--- src/hw/rtl/sfss_pkg.sv ---
// Shared types, constants and the seven-segment decode for the frame-to-display scan block.
// Depends on nothing; the receiver, the encoder and the top level import it.
package sfss_pkg;

  // Operation codes carried on the op field.
  localparam logic OP_RX_BYTE   = 1'b0;
  localparam logic OP_SCAN_TICK = 1'b1;

  // Position within a three-byte frame.
  typedef enum logic [1:0] {
    BYTE_SIGN   = 2'd0,
    BYTE_FIRST  = 2'd1,
    BYTE_SECOND = 2'd2,
    BYTE_SPARE  = 2'd3
  } byte_pos_t;

  // Special segment patterns.
  localparam logic [7:0] SEG_MINUS = 8'b0100_0000;
  localparam logic [7:0] SEG_DOT   = 8'b1000_0000;
  localparam logic [7:0] SEG_BLANK = 8'b0000_0000;

  // Scan position that also lights the decimal point.
  localparam logic [1:0] DOT_POSITION = 2'd2;

  // Stored frame contents handed from the receiver to the digit encoder.
  typedef struct packed {
    logic       negative;
    logic [7:0] first_value;
    logic [7:0] second_value;
  } frame_t;

  // Segment pattern for one decimal digit; anything above nine is blank.
  function automatic logic [7:0] digit_pattern(input logic [3:0] d);
    logic [7:0] seg;
    case (d)
      4'd0:    seg = 8'b0011_1111;
      4'd1:    seg = 8'b0000_0110;
      4'd2:    seg = 8'b0101_1011;
      4'd3:    seg = 8'b0100_1111;
      4'd4:    seg = 8'b0110_0110;
      4'd5:    seg = 8'b0110_1101;
      4'd6:    seg = 8'b0111_1101;
      4'd7:    seg = 8'b0000_0111;
      4'd8:    seg = 8'b0111_1111;
      4'd9:    seg = 8'b0110_1111;
      default: seg = SEG_BLANK;
    endcase
    return seg;
  endfunction

endpackage

--- src/hw/rtl/sfss_frame_rx.sv ---
// Frame receiver: collects sign byte and two value bytes from accepted byte beats.
// Depends on sfss_pkg for the frame position enum and the frame struct.
module sfss_frame_rx
  import sfss_pkg::*;
(
  input  logic       clk,
  input  logic       rst,
  input  logic       byte_take,
  input  logic [7:0] rx_byte,
  output frame_t     frame
);

  byte_pos_t  byte_position;
  byte_pos_t  byte_position_next;
  logic       negative_flag;
  logic [7:0] first_value;
  logic [7:0] second_value;

  // Frame position advances on each byte; the spare code behaves as the sign slot.
  always_comb begin
    unique case (byte_position)
      BYTE_FIRST:  byte_position_next = BYTE_SECOND;
      BYTE_SECOND: byte_position_next = BYTE_SIGN;
      default:     byte_position_next = BYTE_FIRST;
    endcase
  end

  always_ff @(posedge clk) begin
    if (rst) begin
      byte_position <= BYTE_SIGN;
      negative_flag <= 1'b0;
      first_value   <= '0;
      second_value  <= '0;
    end else if (byte_take) begin
      byte_position <= byte_position_next;
      unique case (byte_position)
        BYTE_FIRST:  first_value   <= rx_byte;
        BYTE_SECOND: second_value  <= rx_byte;
        default:     negative_flag <= (rx_byte != 8'd0);
      endcase
    end
  end

  assign frame.negative     = negative_flag;
  assign frame.first_value  = first_value;
  assign frame.second_value = second_value;

endmodule

--- src/hw/rtl/sfss_digit_enc.sv ---
// Digit encoder: sums the two value bytes, splits the sum into decimal digits and
// picks the segment pattern for one scan position. Depends on sfss_pkg.
module sfss_digit_enc
  import sfss_pkg::*;
(
  input  frame_t     frame,
  input  logic [1:0] scan_position,
  output logic [3:0] digit_enable_n,
  output logic [7:0] segments
);

  logic [8:0]  sum;
  logic [14:0] hund_prod;
  logic [3:0]  hundreds;
  logic [8:0]  hund_rem;
  logic [6:0]  rem;
  logic [14:0] tens_prod;
  logic [3:0]  tens;
  logic [3:0]  units;
  logic [7:0]  seg;

  // The sum is at most 510, so the thousands digit is always zero.
  assign sum = {1'b0, frame.first_value} + {1'b0, frame.second_value};

  // Hundreds by reciprocal multiply: floor(sum * 41 / 4096) is exact below 1000.
  assign hund_prod = 15'(sum) * 15'd41;
  assign hundreds  = 4'(hund_prod[14:12]);
  assign hund_rem  = sum - (9'(hundreds) * 9'd100);
  assign rem       = hund_rem[6:0];

  // Tens by reciprocal multiply: floor(rem * 205 / 2048) is exact below 100.
  assign tens_prod = 15'(rem) * 15'd205;
  assign tens      = tens_prod[14:11];
  assign units     = 4'(rem - (7'(tens) * 7'd10));

  // Pattern for the scanned position; the first position may show a minus sign.
  always_comb begin
    case (scan_position)
      2'd0:    seg = frame.negative ? SEG_MINUS : digit_pattern(4'd0);
      2'd1:    seg = digit_pattern(hundreds);
      2'd2:    seg = digit_pattern(tens);
      default: seg = digit_pattern(units);
    endcase
  end

  assign segments       = (scan_position == DOT_POSITION) ? (seg | SEG_DOT) : seg;
  assign digit_enable_n = ~(4'b0001 << scan_position);

endmodule

--- src/hw/rtl/spi_frame_to_seven_segment_scan.sv ---
// Top level of the frame-to-display scan block: handshakes, scan counter, result register.
// Depends on sfss_pkg, sfss_frame_rx and sfss_digit_enc.
//
//   channel   direction   handshake            payload
//   in        sink        in_valid / in_ready  op, rx_byte
//   out       source      out_valid/out_ready  digit_enable_n, segments
//
// One beat is taken per cycle while in_ready is high; a scan tick's result is in the output
// register in the cycle after it is taken, via the single register stage after the encoder.
// A byte beat updates the frame and yields no result.
// Input ready is high whenever the output register is empty or being emptied.
// Reset clears the frame, the scan position and the output valid flag.
module spi_frame_to_seven_segment_scan
  import sfss_pkg::*;
(
  input  logic       clk,
  input  logic       rst,
  input  logic       in_valid,
  output logic       in_ready,
  input  logic       op,
  input  logic [7:0] rx_byte,
  output logic       out_valid,
  input  logic       out_ready,
  output logic [3:0] digit_enable_n,
  output logic [7:0] segments
);

  frame_t     frame;
  logic [1:0] scan_position;
  logic       in_take;
  logic       byte_take;
  logic       tick_take;
  logic [3:0] enc_enable_n;
  logic [7:0] enc_segments;

  assign in_ready  = !out_valid || out_ready;
  assign in_take   = in_valid && in_ready;
  assign byte_take = in_take && (op == OP_RX_BYTE);
  assign tick_take = in_take && (op == OP_SCAN_TICK);

  sfss_frame_rx u_frame_rx (
    .clk       (clk),
    .rst       (rst),
    .byte_take (byte_take),
    .rx_byte   (rx_byte),
    .frame     (frame)
  );

  sfss_digit_enc u_digit_enc (
    .frame          (frame),
    .scan_position  (scan_position),
    .digit_enable_n (enc_enable_n),
    .segments       (enc_segments)
  );

  // Scan position steps round the four digits on every accepted tick.
  always_ff @(posedge clk) begin
    if (rst) begin
      scan_position <= '0;
    end else if (tick_take) begin
      scan_position <= scan_position + 2'd1;
    end
  end

  // Output register: loaded by a tick, emptied when the beat is taken.
  always_ff @(posedge clk) begin
    if (rst) begin
      out_valid <= 1'b0;
    end else if (tick_take) begin
      out_valid <= 1'b1;
    end else if (out_ready) begin
      out_valid <= 1'b0;
    end
  end

  always_ff @(posedge clk) begin
    if (tick_take) begin
      digit_enable_n <= enc_enable_n;
      segments       <= enc_segments;
    end
  end

endmodule

--- config.mk ---
export PLATFORM = sky130hd
export DESIGN_NAME = spi_frame_to_seven_segment_scan
export DESIGN_NICKNAME = d
export VERILOG_FILES = /design/src/hw/rtl/sfss_pkg.sv /design/src/hw/rtl/sfss_frame_rx.sv /design/src/hw/rtl/sfss_digit_enc.sv /design/src/hw/rtl/spi_frame_to_seven_segment_scan.sv
export SDC_FILE = /design/constraint.sdc
export NUM_CORES = 1
export LEC_CHECK = 0
export ABC_CLOCK_PERIOD_IN_PS = 13300
export BUFFER_PORTS_ARGS = -buffer_cell sky130_fd_sc_hd__buf_2
export CAP_MARGIN = 10
export CORE_ASPECT_RATIO = 0.6
export CORE_MARGIN = 2
export CORE_UTILIZATION = 63
export DETAILED_ROUTE_END_ITERATION = 10
export PLACE_DENSITY = 0.82
export SLEW_MARGIN = 20
export SYNTH_ARGS = -nofsm -noshare
export SYNTH_HDL_FRONTEND = slang
export SYNTH_SLANG_ARGS = --single-unit
--- constraint.sdc ---
create_clock -name clk -period 13.3 [get_ports clk]
set_input_delay 3.325 -clock clk [delete_from_list [all_inputs] [get_ports clk]]
set_output_delay 3.325 -clock clk [all_outputs]
set_load 0.005 [all_outputs]
## Yosys cells after proc, flatten, opt, wreduce, memory -nomap -nowiden

Memory sizes are Yosys's and may differ from the RTL's.
Cells that the tools add are included.
Widths: inputs -> output; s select.

| cells by class | value |
|---|---|
| add/sub/neg operators | 4 |
| multipliers | 4 |
| eq/ne operators | 4 |
| shift operators | 1 |
| mux-type cells | 5 |
| bitwise logic cells | 3 |
| reduce and logical (&&, ||, !) cells | 12 |

Operator list:

| operator | number |
|---|---|
| $pmux 8 s3 | 1 |
| $mul 7x8->15 const B | 1 |
| $mul 9x6->15 const B | 1 |
| $add 8x8->9 | 1 |
| $reduce_bool 8->1 | 1 |
| $mux 7 | 1 |
| $sub 7x7->7 | 1 |
| $reduce_and 2->1 | 3 |
| $mul 3x5->5 const B | 1 |
| $eq 2x1->1 const B | 2 |
| $eq 2x2->1 const B | 2 |
| $mul 4x3->3 const B | 1 |
| $not 4->4 | 1 |
| $pmux 2 s2 | 1 |
| $shl 1x2->4 const A | 1 |
| $sub 4x4->4 | 1 |
| $logic_and 1x1->1 | 3 |
| $add 2x1->2 const B | 1 |
| $logic_not 2->1 | 1 |
| $mux 1 | 2 |
| $not 1->1 | 2 |
| $reduce_bool 2->1 | 1 |
| $reduce_or 2->1 | 1 |
| $logic_not 1->1 | 1 |
| $logic_or 1x1->1 | 1 |

| storage, ports and cells | value |
|---|---|
| register bits | 34 |
| ROM bits | 336 |
| input bits | 13 |
| output and inout port bits | 14 |
| logic and storage cells | 45 |
| memories | 3 |

Memory list:

| memory | words | bits a word | rd ports | clocked after Yosys merged registers in | write ports | RTL line | source |
|---|---|---|---|---|---|---|---|
| (name not given) | 16 | 7 | 1 | 0 | 0 | sfss_pkg.sv:35 | `case (d)` |
| (name not given) | 16 | 7 | 1 | 0 | 0 | sfss_pkg.sv:35 |  |
| (name not given) | 16 | 7 | 1 | 0 | 0 | sfss_pkg.sv:35 |  |

## Logic depth before layout (Yosys ltp)

An unclocked memory read counts as a cell.

| depth | value |
|---|---|
| depth in word-level cells | 9 |
| gate-level depth with buffers | 50 |
| depth with buffers taken out | 50 |

## Cells and area by module

A second synthesis with hierarchy kept.

| second synthesis, totals | value |
|---|---|
| cell total of the unflattened synthesis | 463 |
| area total of the unflattened synthesis | 4097.7 um2 |

Modules (own cells, without submodules):

| module | instances | cells an instance | area each (um2) | seq. area each (um2) |
|---|---|---|---|---|
| sfss_digit_enc | 1 | 344 | 2840.2 | 0.0 |
| sfss_frame_rx | 1 | 90 | 755.7 | 380.4 |
| spi_frame_to_seven_segment_scan | 1 | 29 | 501.7 | 420.4 |

## Worst setup path after synthesis

Ideal clock, no wire load.

| timing | value |
|---|---|
| path type | reg2reg |
| start point | register u_frame_rx.second_value[0] |
| end point | register segments[0] (data pin) |
| library setup time | 263 ps |
| arrival time | 10718 ps |
| data required time | 13037 ps |
| path slack | 2319 ps |
| stages on the path, launching flop included | 47 |
| path buffers | 0 |
| clock period less this slack | 10981 ps |
| cell sequence | dfxtp_1 ha_1 inv_1 fa_1 nor2b_1 o21ai_1 nand2_1 xnor2_1 inv_1 ha_1 inv_1 fa_1 inv_1 ha_1 ha_1 a21oi_1 o2111ai_1 a31oi_1 (+11 left out) ha_1 a21o_1 a21oi_1 o21ai_0 xnor2_1 inv_1 ha_1 fa_1 xnor2_1 and3_1 mux2i_1 o2111ai_1 nor3_1 xnor2_1 mux2i_1 a21o_1 o22ai_1 o21ai_0 |

| on the way | value |
|---|---|
| word-level cells in the longest chain between the ends | 9 |
| elaborated cells on any way between the ends | 11 |
| classes of those cells | add/sub: 3; mul: 4; mux: 1; memory: 3 |

RTL lines:

| what | RTL line | source |
|---|---|---|
| start: declaration | sfss_frame_rx.sv:17 | `logic [7:0] second_value;` |
| start signal: assignment | sfss_frame_rx.sv:38 | `BYTE_SECOND: second_value <= rx_byte;` |
| $add 8x8->9 * | sfss_digit_enc.sv:23 | `assign sum = {1'b0, frame.first_value} + {1'b0, frame.second_value};` |
| $mul 9x6->15 | sfss_digit_enc.sv:26 | `assign hund_prod = 15'(sum) * 15'd41;` |
| $mul 3x5->5 | sfss_digit_enc.sv:28 | `assign hund_rem = sum - (9'(hundreds) * 9'd100);` |
| $sub 7x7->7 | sfss_digit_enc.sv:28 |  |
| $mul 7x8->15 | sfss_digit_enc.sv:32 | `assign tens_prod = 15'(rem) * 15'd205;` |
| $mul 4x3->3 | sfss_digit_enc.sv:34 | `assign units = 4'(rem - (7'(tens) * 7'd10));` |
| $sub 4x4->4 | sfss_digit_enc.sv:34 |  |
| $mem_v2 16x7 | n/a |  |
| $pmux 8 s3 * | sfss_digit_enc.sv:38 | `case (scan_position)` |
| via enc_segments[0] | spi_frame_to_seven_segment_scan.sv:34 | `logic [7:0] enc_segments;` |
| end signal: assignment | spi_frame_to_seven_segment_scan.sv:79 | `segments <= enc_segments;` |
| end: declaration | spi_frame_to_seven_segment_scan.sv:25 | `output logic [7:0] segments` |

Mark *: on every way through the listed nets, which the timed path passes. The rest lies on a longest branch.
A chain may end at the register's enable or synchronous reset.

## Worst setup path in the final report

| timing | value |
|---|---|
| start point | register u_frame_rx.first_value[0] |
| end point | register segments[0] (data pin) |

| on the way | value |
|---|---|
| word-level cells in the longest chain between the ends | 9 |
| elaborated cells on any way between the ends | 11 |
| classes of those cells | add/sub: 3; mul: 4; mux: 1; memory: 3 |

RTL lines:

| what | RTL line | source |
|---|---|---|
| start: declaration | sfss_frame_rx.sv:16 | `logic [7:0] first_value;` |
| start signal: assignment | sfss_frame_rx.sv:37 | `BYTE_FIRST: first_value <= rx_byte;` |
| $add 8x8->9 * | sfss_digit_enc.sv:23 |  |
| $mul 9x6->15 | sfss_digit_enc.sv:26 |  |
| $mul 3x5->5 | sfss_digit_enc.sv:28 |  |
| $sub 7x7->7 | sfss_digit_enc.sv:28 |  |
| $mul 7x8->15 | sfss_digit_enc.sv:32 |  |
| $mul 4x3->3 | sfss_digit_enc.sv:34 |  |
| $sub 4x4->4 | sfss_digit_enc.sv:34 |  |
| $mem_v2 16x7 | n/a |  |
| $pmux 8 s3 * | sfss_digit_enc.sv:38 |  |
| via enc_segments[0] | spi_frame_to_seven_segment_scan.sv:34 |  |

Marked as above.

==> results_dict.tcl <==
set metrics [dict create \
    worstSetupPathType "reg -> reg" \
    cts_tree "yes" \
    viasPerCell 6.02 \
    yosysTopAreaCell "ha_1" \
    syn_nets 598 \
    drc 0 \
    powerDensity_nw_per_um2 53.1 \
    fin_tns_setup_ns 0 \
    fin_crit_sh_pct 91.8 \
    cts_buffer_depth 2 \
    yosys_warnings 0 \
    instances_no_fill 591 \
    grt_usage_pct 27.1 \
    clk-insertion-delay-late_ns 0.29 \
    cpMostUsedCell "ha_1" \
    die_width_um 110 \
    grt_overflow 0 \
    fin_nets 623 \
    cp-end-kind "flop" \
    relSlewSlack_pct 20.3 \
    clkTransAtPathRegs_ns 0.07 \
    grt_max_degree 23 \
    seq_area_frac_synth_pct 19.0 \
    critical_path.max_fanout 10 \
    h-tree-depth 2 \
    min_period_ns 12.21 \
    drv_slew 0 \
    syn_area_um2 4220 \
    critPathRequiredTime_ns 13.39 \
    vias 3559 \
    cts-root-buf "clkbuf_8" \
    wl_mm 9.58 \
    n_antenna_cell 0 \
    rsz0062_at_grt "false" \
    io_pins 27 \
    final-hold-violation-count 0 \
    netlist-cell-type-count 61 \
    critPathMaxStageDelay_ns 0.54 \
    cts_sinks 34 \
    place_congestion 0.981 \
    syn_inst 478 \
    yosysTopAreaCellShare_pct 27.5 \
    routedWlPerCell_um 16.2 \
    crit_path_top_delay_cell "fa_1" \
    die_h_um 67.4 \
    peakVddDrop_v 0.0000739 \
    area_growth_pct 7.29 \
    maxCapViolCount 0 \
    critPathArrivalTime_ns 12.29 \
    post-cts-setup-buffers 0 \
    grt_pass1_wl_mm 15.5 \
    status "completed" \
    dp_cells 583 \
    ant_nets 0 \
    numCtsBuffers 5 \
    initial_core_util_pct 64.1 \
    ys_ff_latch 34 \
    first_global_vias 3188 \
    core_um2 6590 \
    avgSynthCellArea_um2 8.84 \
    drtIter0Drc 187 \
    max_freq_mhz 81.9 \
    tightest_slew_ns 1.19 \
    p_leak_nw 2.29 \
    die_area_um2 7400 \
    rows 23 \
    synth-main-ff-cell "dfxtp_1" \
    drive_gt1_share_pct 11.5 \
    hold_class "reg -> reg" \
    drt-pass1-iter-count 4 \
    worst_clock_skew_ns 0.00666 \
    crit_path_start_kind "flop" \
    async_reset_ff_share_pct 0 \
    portBuffers 26 \
    antenna_found_initial 0 \
    dpl.hpwl_mm 7.85 \
    ys_top_cells_by_area "ha_1, dfxtp_1, edfxtp_1, fa_1, inv_1" \
    setup_violations 0 \
    synth_edf_count 12 \
]
==> worst paths after layout <==
path                        startpoint                         to  cells past startpoint  slack, ns
max reg2reg  u_frame_rx.first_value[0]                segments[0]                     48       1.09
min          u_frame_rx.first_value[3]  u_frame_rx.first_value[3]                      2       0.46
max          u_frame_rx.first_value[0]                segments[0]                     48       1.09
min reg2reg  u_frame_rx.first_value[3]  u_frame_rx.first_value[3]                      2       0.46
==> what timing repair did <==
item | CTS | global route
resized for setup | 0 | 2
hold endpoints to repair | 0 | 0
hold buffers | 0 | 0
endpoints found under the setup margin | 0 | 3
==> registers in the layout, summed over array words and instances, names as in the netlist <==
register and cells:
segments 8, u_frame_rx.first_value 8, u_frame_rx.second_value 8, digit_enable_n 4
scan_position 2, u_frame_rx.byte_position 2, out_valid 1, u_frame_rx.negative_flag 1
==> synthesized netlist by cell type, types with 6 or more instances <==
library cell	number
a21oi_1	38
a31oi_1	6
clkbuf_1	8
dfxtp_1	22
edfxtp_1	12
fa_1	14
ha_1	93
inv_1	57
mux2i_1	10
nand2_1	39
nand2b_1	7
nand3_1	21
nor2_1	22
o21ai_0	23
xnor2_1	12
==> layout by cell type, fill, tap and decap left out, types with 4 or more instances in the layout <==
cell	netlist	routed
xnor2_1	12	11
nand2b_1	7	7
mux2i_1	10	10
inv_1	57	57
nor3_1	4	4
edfxtp_1	12	12
o21ai_0	23	23
buf_2	0	26
a31oi_1	6	6
clkbuf_8	0	5
nand3_1	21	21
nor2_1	22	21
dfxtp_1	22	22
or2_2	4	4
o21ai_1	4	4
ha_1	93	93
nor4_1	5	5
nand4_1	5	5
a21oi_2	4	5
nand2_1	39	39
a21oi_1	38	37
a21o_1	5	5
fa_1	14	14
==> metrics by stage <==
| stage | util (%) | cell area [um^2] | setup slack [ns] | hold WS, ns | total power [mW] |
|---|---|---|---|---|---|
| after floorplan | - | 4220 | 2.32 | 0.434 | 0.152 |
| after global placement | 67.3 | 4430 | 1.37 | 0.447 | 0.166 |
| after detailed placement | 67.3 | 4430 | 0.900 | 0.453 | 0.167 |
| after CTS | 68.6 | 4520 | 0.837 | 0.463 | 0.241 |
| after global routing | 68.8 | 4530 | 0.236 | 0.479 | 0.254 |
| final | 68.8 | 4530 | 1.09 | 0.462 | 0.241 |
==> layer usage <==
| metal | up-vias | routed length (um) | GRT usage (%) |
|---|---|---|---|
| met1 | 1646 | 5090 | 42.6 |
| met4 | 0 | 59 | 5.06 |
| met3 | 10 | 730 | 5.60 |
| met2 | 137 | 3700 | 38.0 |
| met5 | - | 0 | 0 |
| li1 | 1766 | - | - |
==> worst max-delay path: cells and delay by family (launching register included) <==
| kind | cells | cell delay (ns) |
|---|---|---|
| mux | 2 | 0.42 |
| xor+xnor | 4 | 1.27 |
| compound gates | 13 | 2.75 |
| fa+ha+maj | 16 | 5.67 |
| flops | 1 | 0.34 |
| simple gates | 6 | 0.87 |
| buf+inv | 7 | 0.65 |
==> layout make-up <==
type	count	area [um^2]
Tap cell	87	109
Timing Repair Buffer	26	130
Sequential cell	34	801
Clock buffer	5	68.8
Inverter	57	214
Fill cell	534	2060
Multi-Input combinational cell	379	3190
Clock inverter	3	16.3
==> kinds of logic (layout without fill, tap and decap cells) <==
group	after synthesis	after routing	share of synthesized area (%)
fa+ha+maj	109	109	34.7
compound gates	108	108	16.9
mux	11	11	2.73
flops	34	34	19.0
xor+xnor	18	18	4.27
simple gates	133	133	16.8
buf+inv	65	91	5.78
==> where the power goes <==
part           switching (mW)  internal, mW
combinational          0.0330        0.0201
clock                  0.0378        0.0358
sequential            0.00190         0.112
total                  0.0727         0.168
(Power assumes the default switching activity.)
